### src/hw/rtl/lps_pkg.sv
package lps_pkg;

  localparam int COORD_BITS_DEFAULT = 12;
  localparam int BYTE_BITS          = 8;
  localparam int OFFSET_BITS        = 26;

  localparam int CFG_INDEX_W = 3;
  localparam int CFG_DATA_W  = 14;

  localparam int MENU_W   = 12;
  localparam int SCREEN_W = 12;
  localparam int PBITS_W  = 6;
  localparam int STRIDE_W = 14;
  localparam int BPP_W    = PBITS_W - 3;

  localparam logic [CFG_INDEX_W-1:0] REG_MENU_BAND_WIDTH  = 3'd0;
  localparam logic [CFG_INDEX_W-1:0] REG_SCREEN_WIDTH     = 3'd1;
  localparam logic [CFG_INDEX_W-1:0] REG_SCREEN_HEIGHT    = 3'd2;
  localparam logic [CFG_INDEX_W-1:0] REG_PIXEL_BITS       = 3'd3;
  localparam logic [CFG_INDEX_W-1:0] REG_ROW_STRIDE_BYTES = 3'd4;

  localparam logic [MENU_W-1:0]   MENU_RESET   = 12'd250;
  localparam logic [SCREEN_W-1:0] WIDTH_RESET  = 12'd1920;
  localparam logic [SCREEN_W-1:0] HEIGHT_RESET = 12'd1080;
  localparam logic [PBITS_W-1:0]  PBITS_RESET  = 6'd32;
  localparam logic [STRIDE_W-1:0] STRIDE_RESET = 14'd7680;

  typedef struct packed {
    logic [MENU_W-1:0]   menu_band_width;
    logic [SCREEN_W-1:0] screen_width;
    logic [SCREEN_W-1:0] screen_height;
    logic [PBITS_W-1:0]  pixel_bits;
    logic [STRIDE_W-1:0] row_stride_bytes;
  } cfg_t;

endpackage

### src/hw/rtl/lps_cfg.sv
module lps_cfg
  import lps_pkg::*;
(
  input  logic                   clk,
  input  logic                   rst,
  input  logic                   cfg_valid,
  output logic                   cfg_ready,
  input  logic [CFG_INDEX_W-1:0] cfg_index,
  input  logic [CFG_DATA_W-1:0]  cfg_data,
  output cfg_t                   cfg
);

  assign cfg_ready = 1'b1;

  always_ff @(posedge clk) begin
    if (rst) begin
      cfg.menu_band_width  <= MENU_RESET;
      cfg.screen_width     <= WIDTH_RESET;
      cfg.screen_height    <= HEIGHT_RESET;
      cfg.pixel_bits       <= PBITS_RESET;
      cfg.row_stride_bytes <= STRIDE_RESET;
    end else if (cfg_valid && cfg_ready) begin
      case (cfg_index)
        REG_MENU_BAND_WIDTH:  cfg.menu_band_width  <= cfg_data[MENU_W-1:0];
        REG_SCREEN_WIDTH:     cfg.screen_width     <= cfg_data[SCREEN_W-1:0];
        REG_SCREEN_HEIGHT:    cfg.screen_height    <= cfg_data[SCREEN_W-1:0];
        REG_PIXEL_BITS:       cfg.pixel_bits       <= cfg_data[PBITS_W-1:0];
        REG_ROW_STRIDE_BYTES: cfg.row_stride_bytes <= cfg_data[STRIDE_W-1:0];
        default: ;
      endcase
    end
  end

endmodule

### src/hw/rtl/lps_stepper.sv
module lps_stepper
  import lps_pkg::*;
#(
  parameter int COORD_BITS = COORD_BITS_DEFAULT
) (
  input  logic                         clk,
  input  logic                         rst,
  input  cfg_t                         cfg,
  input  logic                         take,
  input  logic                         adv,
  input  logic                         mode,
  input  logic signed [COORD_BITS-1:0] start_x,
  input  logic signed [COORD_BITS-1:0] start_y,
  input  logic signed [COORD_BITS-1:0] end_x,
  input  logic signed [COORD_BITS-1:0] end_y,
  output logic                         res_valid,
  output logic                         res_pixel_valid,
  output logic        [COORD_BITS-1:0] res_x,
  output logic        [COORD_BITS-1:0] res_y,
  output logic                         res_inside,
  output logic                         res_last,
  output logic                         res_done
);

  localparam int SPAN_W = COORD_BITS + 1;
  localparam int ERR_W  = COORD_BITS + 3;
  localparam int E2_W   = COORD_BITS + 4;
  localparam int CMP_W  = (COORD_BITS > SCREEN_W ? COORD_BITS : SCREEN_W) + 1;

  logic signed [COORD_BITS-1:0] current_x, current_y, target_x, target_y;
  logic        [SPAN_W-1:0]     span_x, span_y;
  logic                         step_left_x, step_up_y, line_active;
  logic signed [ERR_W-1:0]      error_term;

  logic signed [SPAN_W-1:0]     dx, dy;
  logic        [SPAN_W-1:0]     span_x_load, span_y_load;
  logic signed [ERR_W-1:0]      err_load;

  logic signed [E2_W-1:0]       e2, neg_sy, pos_sx;
  logic                         move_x, move_y;
  logic signed [ERR_W-1:0]      error_next;
  logic signed [COORD_BITS-1:0] current_x_next, current_y_next;
  logic                         active_next;

  logic signed [CMP_W-1:0]      x_cmp, y_cmp, menu_cmp, width_cmp, height_cmp;
  logic                         in_window;

  always_comb begin
    dx = SPAN_W'(end_x) - SPAN_W'(start_x);
    dy = SPAN_W'(end_y) - SPAN_W'(start_y);
    span_x_load = dx[SPAN_W-1] ? SPAN_W'(-dx) : SPAN_W'(dx);
    span_y_load = dy[SPAN_W-1] ? SPAN_W'(-dy) : SPAN_W'(dy);
    err_load = $signed({2'b00, span_x_load}) - $signed({2'b00, span_y_load});

    e2     = {error_term, 1'b0};
    neg_sy = -$signed({3'b000, span_y});
    pos_sx = $signed({3'b000, span_x});
    move_x = e2 > neg_sy;
    move_y = e2 < pos_sx;

    error_next     = error_term;
    current_x_next = current_x;
    current_y_next = current_y;
    if (move_x) begin
      error_next     = error_next - $signed({2'b00, span_y});
      current_x_next = step_left_x ? current_x - 1'b1 : current_x + 1'b1;
    end
    if (move_y) begin
      error_next     = error_next + $signed({2'b00, span_x});
      current_y_next = step_up_y ? current_y - 1'b1 : current_y + 1'b1;
    end
    active_next = !((current_x_next == target_x) && (current_y_next == target_y));

    x_cmp      = {{(CMP_W-COORD_BITS){current_x[COORD_BITS-1]}}, current_x};
    y_cmp      = {{(CMP_W-COORD_BITS){current_y[COORD_BITS-1]}}, current_y};
    menu_cmp   = $signed({{(CMP_W-MENU_W){1'b0}}, cfg.menu_band_width});
    width_cmp  = $signed({{(CMP_W-SCREEN_W){1'b0}}, cfg.screen_width});
    height_cmp = $signed({{(CMP_W-SCREEN_W){1'b0}}, cfg.screen_height});
    in_window = (x_cmp >= menu_cmp) && (x_cmp < width_cmp) &&
                !y_cmp[CMP_W-1] && (y_cmp < height_cmp);
  end

  always_ff @(posedge clk) begin
    if (rst) begin
      current_x   <= '0;
      current_y   <= '0;
      target_x    <= '0;
      target_y    <= '0;
      span_x      <= '0;
      span_y      <= '0;
      step_left_x <= 1'b0;
      step_up_y   <= 1'b0;
      error_term  <= '0;
      line_active <= 1'b0;
    end else if (take) begin
      if (!mode) begin
        span_x      <= span_x_load;
        span_y      <= span_y_load;
        step_left_x <= !(start_x < end_x);
        step_up_y   <= !(start_y < end_y);
        error_term  <= err_load;
        current_x   <= start_x;
        current_y   <= start_y;
        target_x    <= end_x;
        target_y    <= end_y;
        line_active <= (start_x != end_x) || (start_y != end_y);
      end else if (line_active) begin
        error_term  <= error_next;
        current_x   <= current_x_next;
        current_y   <= current_y_next;
        line_active <= active_next;
      end
    end
  end

  always_ff @(posedge clk) begin
    if (rst) begin
      res_valid <= 1'b0;
    end else if (adv) begin
      res_valid <= take && mode;
    end
  end

  always_ff @(posedge clk) begin
    if (adv) begin
      res_pixel_valid <= line_active;
      res_x           <= line_active ? current_x : '0;
      res_y           <= line_active ? current_y : '0;
      res_inside      <= line_active && in_window;
      res_last        <= line_active && !active_next;
      res_done        <= !line_active;
    end
  end

endmodule

### src/hw/rtl/lps_addr.sv
module lps_addr
  import lps_pkg::*;
#(
  parameter int COORD_BITS = COORD_BITS_DEFAULT
) (
  input  logic                          clk,
  input  logic                          rst,
  input  cfg_t                          cfg,
  input  logic                          load,
  input  logic                          res_valid,
  input  logic                          res_pixel_valid,
  input  logic         [COORD_BITS-1:0] res_x,
  input  logic         [COORD_BITS-1:0] res_y,
  input  logic                          res_inside,
  input  logic                          res_last,
  input  logic                          res_done,
  output logic                          out_valid,
  output logic                          pixel_valid,
  output logic signed  [COORD_BITS-1:0] pixel_x,
  output logic signed  [COORD_BITS-1:0] pixel_y,
  output logic                          inside_window,
  output logic        [OFFSET_BITS-1:0] byte_offset,
  output logic                          last_pixel,
  output logic                          line_done
);

  logic [BPP_W-1:0]               bytes_per_pixel;
  logic [COORD_BITS+BPP_W-1:0]    x_part;
  logic [COORD_BITS+STRIDE_W-1:0] y_part;
  logic [OFFSET_BITS-1:0]         offset;

  always_comb begin
    bytes_per_pixel = cfg.pixel_bits[PBITS_W-1:3];
    x_part = (COORD_BITS+BPP_W)'(res_x) * (COORD_BITS+BPP_W)'(bytes_per_pixel);
    y_part = (COORD_BITS+STRIDE_W)'(res_y) * (COORD_BITS+STRIDE_W)'(cfg.row_stride_bytes);
    offset = res_inside ? OFFSET_BITS'(x_part) + OFFSET_BITS'(y_part) : '0;
  end

  always_ff @(posedge clk) begin
    if (rst) begin
      out_valid <= 1'b0;
    end else if (load) begin
      out_valid <= res_valid;
    end
  end

  always_ff @(posedge clk) begin
    if (load) begin
      pixel_valid   <= res_pixel_valid;
      pixel_x       <= res_x;
      pixel_y       <= res_y;
      inside_window <= res_inside;
      byte_offset   <= offset;
      last_pixel    <= res_last;
      line_done     <= res_done;
    end
  end

endmodule

### src/hw/rtl/line_pixel_stepper_core.sv
// A step request's result is registered first in the stepper's result stage, then in the address stage.
// Throughput: one request per cycle while in_stall is low; load requests give no result.
// The stepper state update and the offset multiply sit in separate stages.
// Reset clears the line state, empties both stages and restores the
// register defaults.
module line_pixel_stepper_core
  import lps_pkg::*;
#(
  parameter int COORD_BITS = COORD_BITS_DEFAULT
) (
  input  logic                          clk,
  input  logic                          rst,
  input  logic                          cfg_valid,
  output logic                          cfg_ready,
  input  logic        [CFG_INDEX_W-1:0] cfg_index,
  input  logic        [CFG_DATA_W-1:0]  cfg_data,
  input  logic                          in_valid,
  output logic                          in_stall,
  input  logic                          mode,
  input  logic signed  [COORD_BITS-1:0] start_x,
  input  logic signed  [COORD_BITS-1:0] start_y,
  input  logic signed  [COORD_BITS-1:0] end_x,
  input  logic signed  [COORD_BITS-1:0] end_y,
  output logic                          out_valid,
  input  logic                          out_stall,
  output logic                          pixel_valid,
  output logic signed  [COORD_BITS-1:0] pixel_x,
  output logic signed  [COORD_BITS-1:0] pixel_y,
  output logic                          inside_window,
  output logic        [OFFSET_BITS-1:0] byte_offset,
  output logic                          last_pixel,
  output logic                          line_done
);

  cfg_t                  cfg;
  logic                  out_load, step_adv, take;
  logic                  res_valid, res_pixel_valid, res_inside, res_last, res_done;
  logic [COORD_BITS-1:0] res_x, res_y;

  assign out_load = !out_valid || !out_stall;
  assign step_adv = !res_valid || out_load;
  assign in_stall = !step_adv;
  assign take     = in_valid && step_adv;

  lps_cfg u_cfg (
    .clk       (clk),
    .rst       (rst),
    .cfg_valid (cfg_valid),
    .cfg_ready (cfg_ready),
    .cfg_index (cfg_index),
    .cfg_data  (cfg_data),
    .cfg       (cfg)
  );

  lps_stepper #(.COORD_BITS(COORD_BITS)) u_stepper (
    .clk             (clk),
    .rst             (rst),
    .cfg             (cfg),
    .take            (take),
    .adv             (step_adv),
    .mode            (mode),
    .start_x         (start_x),
    .start_y         (start_y),
    .end_x           (end_x),
    .end_y           (end_y),
    .res_valid       (res_valid),
    .res_pixel_valid (res_pixel_valid),
    .res_x           (res_x),
    .res_y           (res_y),
    .res_inside      (res_inside),
    .res_last        (res_last),
    .res_done        (res_done)
  );

  lps_addr #(.COORD_BITS(COORD_BITS)) u_addr (
    .clk             (clk),
    .rst             (rst),
    .cfg             (cfg),
    .load            (out_load),
    .res_valid       (res_valid),
    .res_pixel_valid (res_pixel_valid),
    .res_x           (res_x),
    .res_y           (res_y),
    .res_inside      (res_inside),
    .res_last        (res_last),
    .res_done        (res_done),
    .out_valid       (out_valid),
    .pixel_valid     (pixel_valid),
    .pixel_x         (pixel_x),
    .pixel_y         (pixel_y),
    .inside_window   (inside_window),
    .byte_offset     (byte_offset),
    .last_pixel      (last_pixel),
    .line_done       (line_done)
  );

endmodule

### config.mk
export PLATFORM = sky130hd
export DESIGN_NAME = line_pixel_stepper_core
export DESIGN_NICKNAME = d
export VERILOG_FILES = /design/src/hw/rtl/lps_pkg.sv /design/src/hw/rtl/lps_cfg.sv /design/src/hw/rtl/lps_stepper.sv /design/src/hw/rtl/lps_addr.sv /design/src/hw/rtl/line_pixel_stepper_core.sv
export SDC_FILE = /design/constraint.sdc
export NUM_CORES = 1
export LEC_CHECK = 0
export BUFFER_PORTS_ARGS = -buffer_cell sky130_fd_sc_hd__buf_4
export CORE_MARGIN = 10
export CORE_UTILIZATION = 65
export CTS_BUF_LIST = sky130_fd_sc_hd__clkbuf_4 sky130_fd_sc_hd__clkbuf_8
export DETAILED_ROUTE_END_ITERATION = 8
export GPL_ROUTABILITY_DRIVEN = 0
export HOLD_SLACK_MARGIN = 0.15
export PLACE_DENSITY = 0.93
export SYNTH_ARGS = -nofsm -noshare
export SYNTH_HDL_FRONTEND = slang
export SYNTH_SLANG_ARGS = --single-unit
export TNS_END_PERCENT = 10
### constraint.sdc
create_clock -name clk -period 7.25 [get_ports clk]
set_input_delay 1.0875 -clock clk [delete_from_list [all_inputs] [get_ports clk]]
set_output_delay 1.0875 -clock clk [all_outputs]
set_load 0.02 [all_outputs]
==> results of run 1 <==
cell usage after synthesis, types with 7 or more instances:
cell,count
mux2_2,14
and3_1,13
a211oi_1,40
ha_1,235
nor3b_1,7
nand2_1,322
a21o_1,32
clkbuf_1,90
nand3_1,40
dfxtp_1,147
o21a_1,18
o2111ai_1,7
o21ai_0,94
o31ai_1,11
nand2b_1,16
nor2b_1,15
o21bai_1,9
mux2i_1,14
a31oi_1,13
and2_1,171
inv_1,324
or2_2,7
nor4_1,12
a21oi_1,153
xor2_1,53
o22ai_1,21
nand4_1,18
edfxtp_1,82
a221oi_1,15
xnor2_1,70
fa_1,161
o211ai_1,33
or3_1,18
nor2_1,126
a21boi_0,9
nor3_1,43
worst register-to-register path: cells and delay by family (launching register included):
family / cells / cell delay (ns)
fa+ha+maj: 7 / 3.29
simple gates: 3 / 0.55
flops: 1 / 0.54
compound gates: 7 / 1.95
buf+inv: 5 / 0.44
where the power goes:
part	leakage [nW]	switching (mW)	internal, mW
Sequential	2.19	0.146	1.42
Combinational	8.79	1.49	0.996
Clock	0.443	0.561	0.685
stage by stage:
step	instances	total power, mW
floorplan	2550	3.320
global placement	3041	3.835
detailed placement	3041	3.965
CTS	3113	5.215
global route	3122	5.590
finish	3122	5.300
final timing paths:
kind	startpoint	to	slack (ns)	cells after the start
setup / recovery	u_stepper.res_y[2]	u_addr.byte_offset[25]	0.20	22
hold / removal	u_stepper.res_pixel_valid	u_addr.pixel_valid	0.41	0
setup reg to reg	u_stepper.res_y[2]	u_addr.byte_offset[25]	0.20	22
hold reg to reg	u_stepper.res_pixel_valid	u_addr.pixel_valid	0.41	0
per-layer routing:
layer / part of all wire (%) / up-vias / GRT usage (%)
li1: - / 8870 / -
met1: 36 / 9366 / 35.73
met2: 47 / 1325 / 51.10
met3: 11 / 355 / 6.087
met4: 6.5 / 0 / 16.98
met5: 0 / - / 0
area by class of cell:
type | instances | area share, %
clock buffers | 63 | 3.046
clock inverters | 9 | 0.3418
inverters | 325 | 5.050
multi-input cells | 1898 | 62.21
flip-flops and latches | 229 | 22.38
well taps | 448 | 2.320
repair buffers | 150 | 4.662
flip-flops by register name, summed over array words and instances, names as in the netlist, 12 cells and up:
name                  cells
u_addr.byte_offset       26
u_addr.pixel_x           12
u_addr.pixel_y           12
u_cfg.cfg                53
u_stepper.current_x      12
u_stepper.current_y      12
u_stepper.error_term     15
u_stepper.res_x          12
u_stepper.res_y          12
u_stepper.span_x         13
u_stepper.span_y         13
u_stepper.target_x       12
u_stepper.target_y       12
timing repair:
action,4_1_cts,5_1_grt
setup endpoints to repair,0,1
setup buffers,0,9
gates resized for setup,0,2
endpoints found under the hold margin,0,0
cell families after synthesis:
family | Yosys count
simple gates | 824
compound gates | 524
buf+inv | 423
fa+ha+maj | 396
flops | 229
xor+xnor | 124
mux | 29
other cells | 1
==> qor.csv, run 1 <==
stage;metric;value;unit
floorplanning;pin_count;128;
cells_and_area;multi_input_area;15030;um^2
floorplanning;core_area;33450;um^2
power_and_ir_drop;p_per_area;219.4;nW/um^2
yosys;syn_area_per_cell;8.630;um^2
cells_and_area;synthToLayoutAreaGrowth;9.774;%
setup_path;start_kind;register;
detailed_routing;ant_nets;0;
floorplanning;start_util;65.79;%
yosys;synth-compound-area-share;15.62;%
yosys;ys_ff_latch;229;
floorplanning;rows;67;
clock_tree;clk_pin_slew;0.06;ns
place;dpl_cell_area;23260;um^2
cells_and_area;final_common_cell;inv_1;
cells_and_area;register_area;5405;um^2
timing;hold_slack;0.4139;ns
yosys;synth.largest_area_cell;fa_1;
timing;setup_viol;0;
global_routing;grt_pass1_vias;20260;
cells_and_area;fillers;2255;
clock_tree;cts-root-buf;clkbuf_8;
yosys;synth_flop_cell;dfxtp_1;
yosys;yosys.area_share.simple;18.09;%
timing;maxSlewViolCount;0;
cells_and_area;drive_above_1_share;9.910;%
setup_path;cpPeakStageDelay;0.56;ns
setup_path;cpLargestDelayFamily;adder cells;
setup_path;cp.arrival;7.34;ns
power_and_ir_drop;p_leak;11.42;nW
status;status;finished clean;
yosys;netlist_area;22010;um^2
timing;timing.fmax;141.8;MHz
yosys;async_reset_ff_share;0;%
worst_hold_path;hp-class;reg -> reg;
clock_tree;htreeDepth;2;
yosys;yosys-top-cells-area;fa_1 (15%), dfxtp_1 (13%), ha_1 (13%), edfxtp_1 (11%), inv_1 (5.5%);
cells_and_area;final_area;24160;um^2
detailed_routing;drt-wirelength-per-cell;20.59;um
place;preCtsSetupSlack;0.3453;ns
detailed_routing;vias;19920;
cells_and_area;layout_common_cells;inv_1 (323), nand2_1 (321), ha_1 (235);
cells_and_area;diodes;0;
detailed_routing;drt_drc_violations_left;0;
yosys;synth_top_area_share;14.65;%
yosys;ys_types;79;
place;hpwl;49480;um
detailed_routing;drt_iter0_drc;2212;
setup_path;crit_buf_inv;5;
floorplanning;die-area;41620;um^2
timing;post-route-period-util;97.27;%
yosys;muxShareOfSynthArea;1.421;%
yosys;synthAdderAreaFrac;28.01;%
power_and_ir_drop;ir_drop;0.1337;mV
setup_path;crit_top_cell;fa_1;
global_routing;overflow;0;
global_routing;grt_max_degree;85;
setup_path;required;7.53;ns
setup_path;crit_type;reg -> reg;
clock_tree;cts_tree;done;
yosys;syn_inst;2550;
run;cap_violations;0;
place;io_buffers;126;
yosys;synth_seq_area_share;24.56;%
timing;hold_viol_final;0;
timing;fin_setup_tns;0;ns
cells_and_area;final_util;72.22;%
setup_path;path_max_fanout;10;
detailed_routing;via_per_inst;6.379;
floorplanning;dieWidth;204;um
global_routing;grt_pass1_wl;103200;um
timing;maxSlewHeadroom;8.560;%
floorplanning;die_h;204;um
clock_tree;clock_latency;0.58;ns
setup_path;critical_path.cell_chain;buf_4, and2_1, fa_1, inv_1, fa_1, inv_1, fa_1, ha_1, fa_1, inv_1, fa_1, inv_1, ha_1, o21ai_0, nand2b_1, a211oi_1, o31ai_1, a211oi_1, o31ai_1, o2111ai_1, and3_1, o21a_1;
detailed_routing;drt-total-wl;64300;um
yosys;ys_warn_count;0;
yosys;synth_fp_nets;3017;
global_routing;antenna_found_initial;0;
timing;worst-slew-pin-transition;1.367;ns
yosys;synth_xor_area_share;4.998;%
clock_tree;postCtsHoldBufs;0;
clock_tree;clock_path_buffers;3;
cells_and_area;nNetsFinal;3111;
clock_tree;cts_buffers;40;
global_routing;groute.usage.overall;30.35;%
yosys;synth_top_family_by_area;adder cells;
timing;setup_slack;0.1981;ns
detailed_routing;drt-pass1-iter-count;8;
setup_path;crit_path_top_delay_cell;o31ai_1;
clock_tree;clock_sinks;229;
yosys;synth_edf_count;82;
timing;fin_crit;7.052;ns
setup_path;critPathCaptureType;register;
timing;skew;0.05216;ns
No activity file was read; power rests on OpenSTA's default activity.
==> run 2, diff against run 1 <==
Settings changed: SETUP_SLACK_MARGIN from default to 0.4.
==> run 2 against run 1 <==
Clock skew down 0.0021 ns. Combinational power about the same. Utilization increased by 0.15 points. Routed wire length grew 0.14%. Fmax rose by 3.7%. Clock power barely moved. Final area is 0.21% higher. Sequential power is essentially flat. Worst setup slack gained 0.25 ns. Register-to-register slack better by 0.25 ns.
==> qor.csv, run 2 (synthesis results as in run 1) <==
stage;metric;value;unit
cells_and_area;multi_input_area;15070;um^2
global_routing;grt_max_degree;85;
power_and_ir_drop;combinationalPowerShare;47.1;%
detailed_routing;via_per_inst;6.373;
clock_tree;clock_path_buffers;3;
status;status;finished clean;
floorplanning;die-area;41620;um^2
timing;rsz0062_at_grt;true;
clock_tree;clock_latency;0.57;ns
floorplanning;core_area;33450;um^2
place;io_buffers;126;
setup_path;path_max_fanout;6;
cells_and_area;final_cells;3123;
detailed_routing;drt-pass1-iter-count;7;
timing;maxSlewViolCount;0;
timing;fin_setup_tns;0;ns
power_and_ir_drop;power.internal;3.112;mW
floorplanning;die_h;204;um
cells_and_area;diodes;0;
cells_and_area;top_regs;u_cfg.cfg (53), u_addr.byte_offset (26), u_stepper.error_term (15);
power_and_ir_drop;p_leak;11.43;nW
cells_and_area;nNetsFinal;3112;
floorplanning;dieWidth;204;um
cells_and_area;largest_register_ffs;53;
detailed_routing;drt-total-wl;64390;um
timing;hold_slack;0.4156;ns
power_and_ir_drop;p_per_area;219.7;nW/um^2
floorplanning;pin_count;128;
setup_path;critPathCaptureType;register;
clock_tree;cts-root-buf;clkbuf_8;
worst_hold_path;hp-class;reg -> reg;
power_and_ir_drop;swShare;41.49;%
run;cap_violations;0;
power_and_ir_drop;ir_drop;0.1362;mV
power_and_ir_drop;pwr-share-seq;29.5;%
clock_tree;cts_tree;done;
timing;worst-slew-pin-transition;1.386;ns
global_routing;grt_pass1_wl;103600;um
timing;maxSlewHeadroom;7.252;%
power_and_ir_drop;p_total;5.318;mW
timing;setup_viol;0;
place;hpwl;49480;um
cells_and_area;fillers;2236;
place;placed_cells;3041;
cells_and_area;register_area;5405;um^2
clock_tree;cts_buffers;40;
timing;fin_crit;6.799;ns
global_routing;antenna_found_initial;0;
setup_path;crit_path_top_delay_cell;fa_1;
cells_and_area;synthToLayoutAreaGrowth;10.00;%
detailed_routing;drt_drc_violations_left;0;
power_and_ir_drop;clkPwrFrac;23.4;%
detailed_routing;drt_iter0_drc;2230;
timing;post-route-period-util;93.78;%
clock_tree;clock_sinks;229;
setup_path;critical_path.cell_chain;buf_4, and2_1, fa_1, inv_1, fa_1, inv_1, ha_1, ha_1, fa_1, inv_1, fa_1, inv_1, ha_1, nor2b_1, o21ai_0, nand2b_1, a211oi_2, o31ai_2, a211oi_1, o31ai_2, o2111ai_1, a21oi_1, o21a_1;
setup_path;crit_type;reg -> reg;
cells_and_area;final_common_cell;inv_1;
cells_and_area;layout_common_cells;inv_1 (323), nand2_1 (321), ha_1 (235);
detailed_routing;ant_nets;0;
clock_tree;htreeDepth;2;
global_routing;overflow;0;
detailed_routing;drt-wirelength-per-cell;20.62;um
setup_path;start_kind;register;
clock_tree;clk_pin_slew;0.06;ns
setup_path;cp.arrival;7.08;ns
floorplanning;rows;67;
global_routing;groute.usage.overall;30.49;%
cells_and_area;drive_above_1_share;10.17;%
detailed_routing;vias;19900;
cells_and_area;top_register;u_cfg.cfg;
setup_path;cpPeakStageDelay;0.56;ns
timing;hold_viol_final;0;
floorplanning;start_util;65.79;%
timing;skew;0.05007;ns
cells_and_area;final_area;24210;um^2
global_routing;grt_pass1_vias;20290;
clock_tree;postCtsHoldBufs;0;
power_and_ir_drop;power_switching;2.206;mW
setup_path;required;7.53;ns
timing;timing.fmax;147.1;MHz
place;dpl_cell_area;23260;um^2
run 2: cell types whose count changed in the layout (fill, tap and decap cells not counted):
| cell | previous run | this run |
|---|---|---|
| nor3_1 | 43 | 42 |
| o41ai_2 | 1 | 0 |
| a211oi_2 | 1 | 3 |
| a211oi_1 | 39 | 37 |
| o21ai_0 | 94 | 93 |
| o41ai_4 | 0 | 1 |
| buf_4 | 150 | 151 |
| a31oi_1 | 13 | 12 |
| o31ai_1 | 10 | 8 |
| a31oi_2 | 0 | 1 |
| o21ai_1 | 2 | 3 |
| nor3_2 | 0 | 1 |
| o31ai_2 | 2 | 4 |
run 2: power by group through the flow:
| stage | clock network (mW) | registers, mW | logic (mW) |
|---|---|---|---|
| detailed placement | 0 | 1.59 | 2.38 |
| global route | 1.31 | 1.58 | 2.72 |
| global placement | 0 | 1.58 | 2.25 |
| finish | 1.25 | 1.57 | 2.50 |
| CTS | 1.25 | 1.56 | 2.41 |
| floorplan | 0 | 1.55 | 1.77 |
run 2: what timing repair did:
action,CTS,global route
pin swaps,0,1
resized for setup,1,9
setup endpoints to repair,2,11
hold endpoints to repair,0,0
buffers inserted,7,3
run 2: critical path: cells and delay by family (launching register included):
| kind | cells | cell delay, ns |
|---|---|---|
| AOI/OAI and AO/OA | 8 | 1.98 |
| adders and majority gates | 7 | 3.12 |
| buffers and inverters | 5 | 0.41 |
| DFF | 1 | 0.49 |
| and+or+nand+nor | 3 | 0.52 |
run 2: worst paths after layout:
check,start,end,slack [ns],cells after the start
setup / recovery,u_stepper.res_y[2],u_addr.byte_offset[25],0.45,23
hold / removal,u_stepper.res_pixel_valid,u_addr.pixel_valid,0.42,0
setup reg to reg,u_stepper.res_y[2],u_addr.byte_offset[25],0.45,23
hold reg to reg,u_stepper.res_pixel_valid,u_addr.pixel_valid,0.42,0
run 2: metrics by stage:
| stage | util (%) | setup slack [ns] |
|---|---|---|
| 3_5_place_dp | 69.54 | 0.3453 |
| 4_1_cts | 72.16 | 0.4733 |
| 6_report | 72.37 | 0.4507 |
| 5_1_grt | 72.37 | 0.2243 |
| 3_3_place_gp | 69.54 | 0.5942 |
| 2_1_floorplan | - | 0.9098 |
run 2: final cells by class:
class / instances / area share, %
Tap cell: 448 / 2.316
Clock inverter: 9 / 0.3411
Sequential cell: 229 / 22.33
Multi-Input combinational cell: 1898 / 62.25
Clock buffer: 63 / 3.039
Timing Repair Buffer: 151 / 4.683
Inverter: 325 / 5.040
run 2: layer usage:
layer,global-route usage [%],part of all wire [%],vias to the layer above
met3,5.976,10,328
li1,-,-,8879
met1,36.06,36,9399
met2,51.36,47,1296
met4,16.82,6.4,0
met5,0,0,-
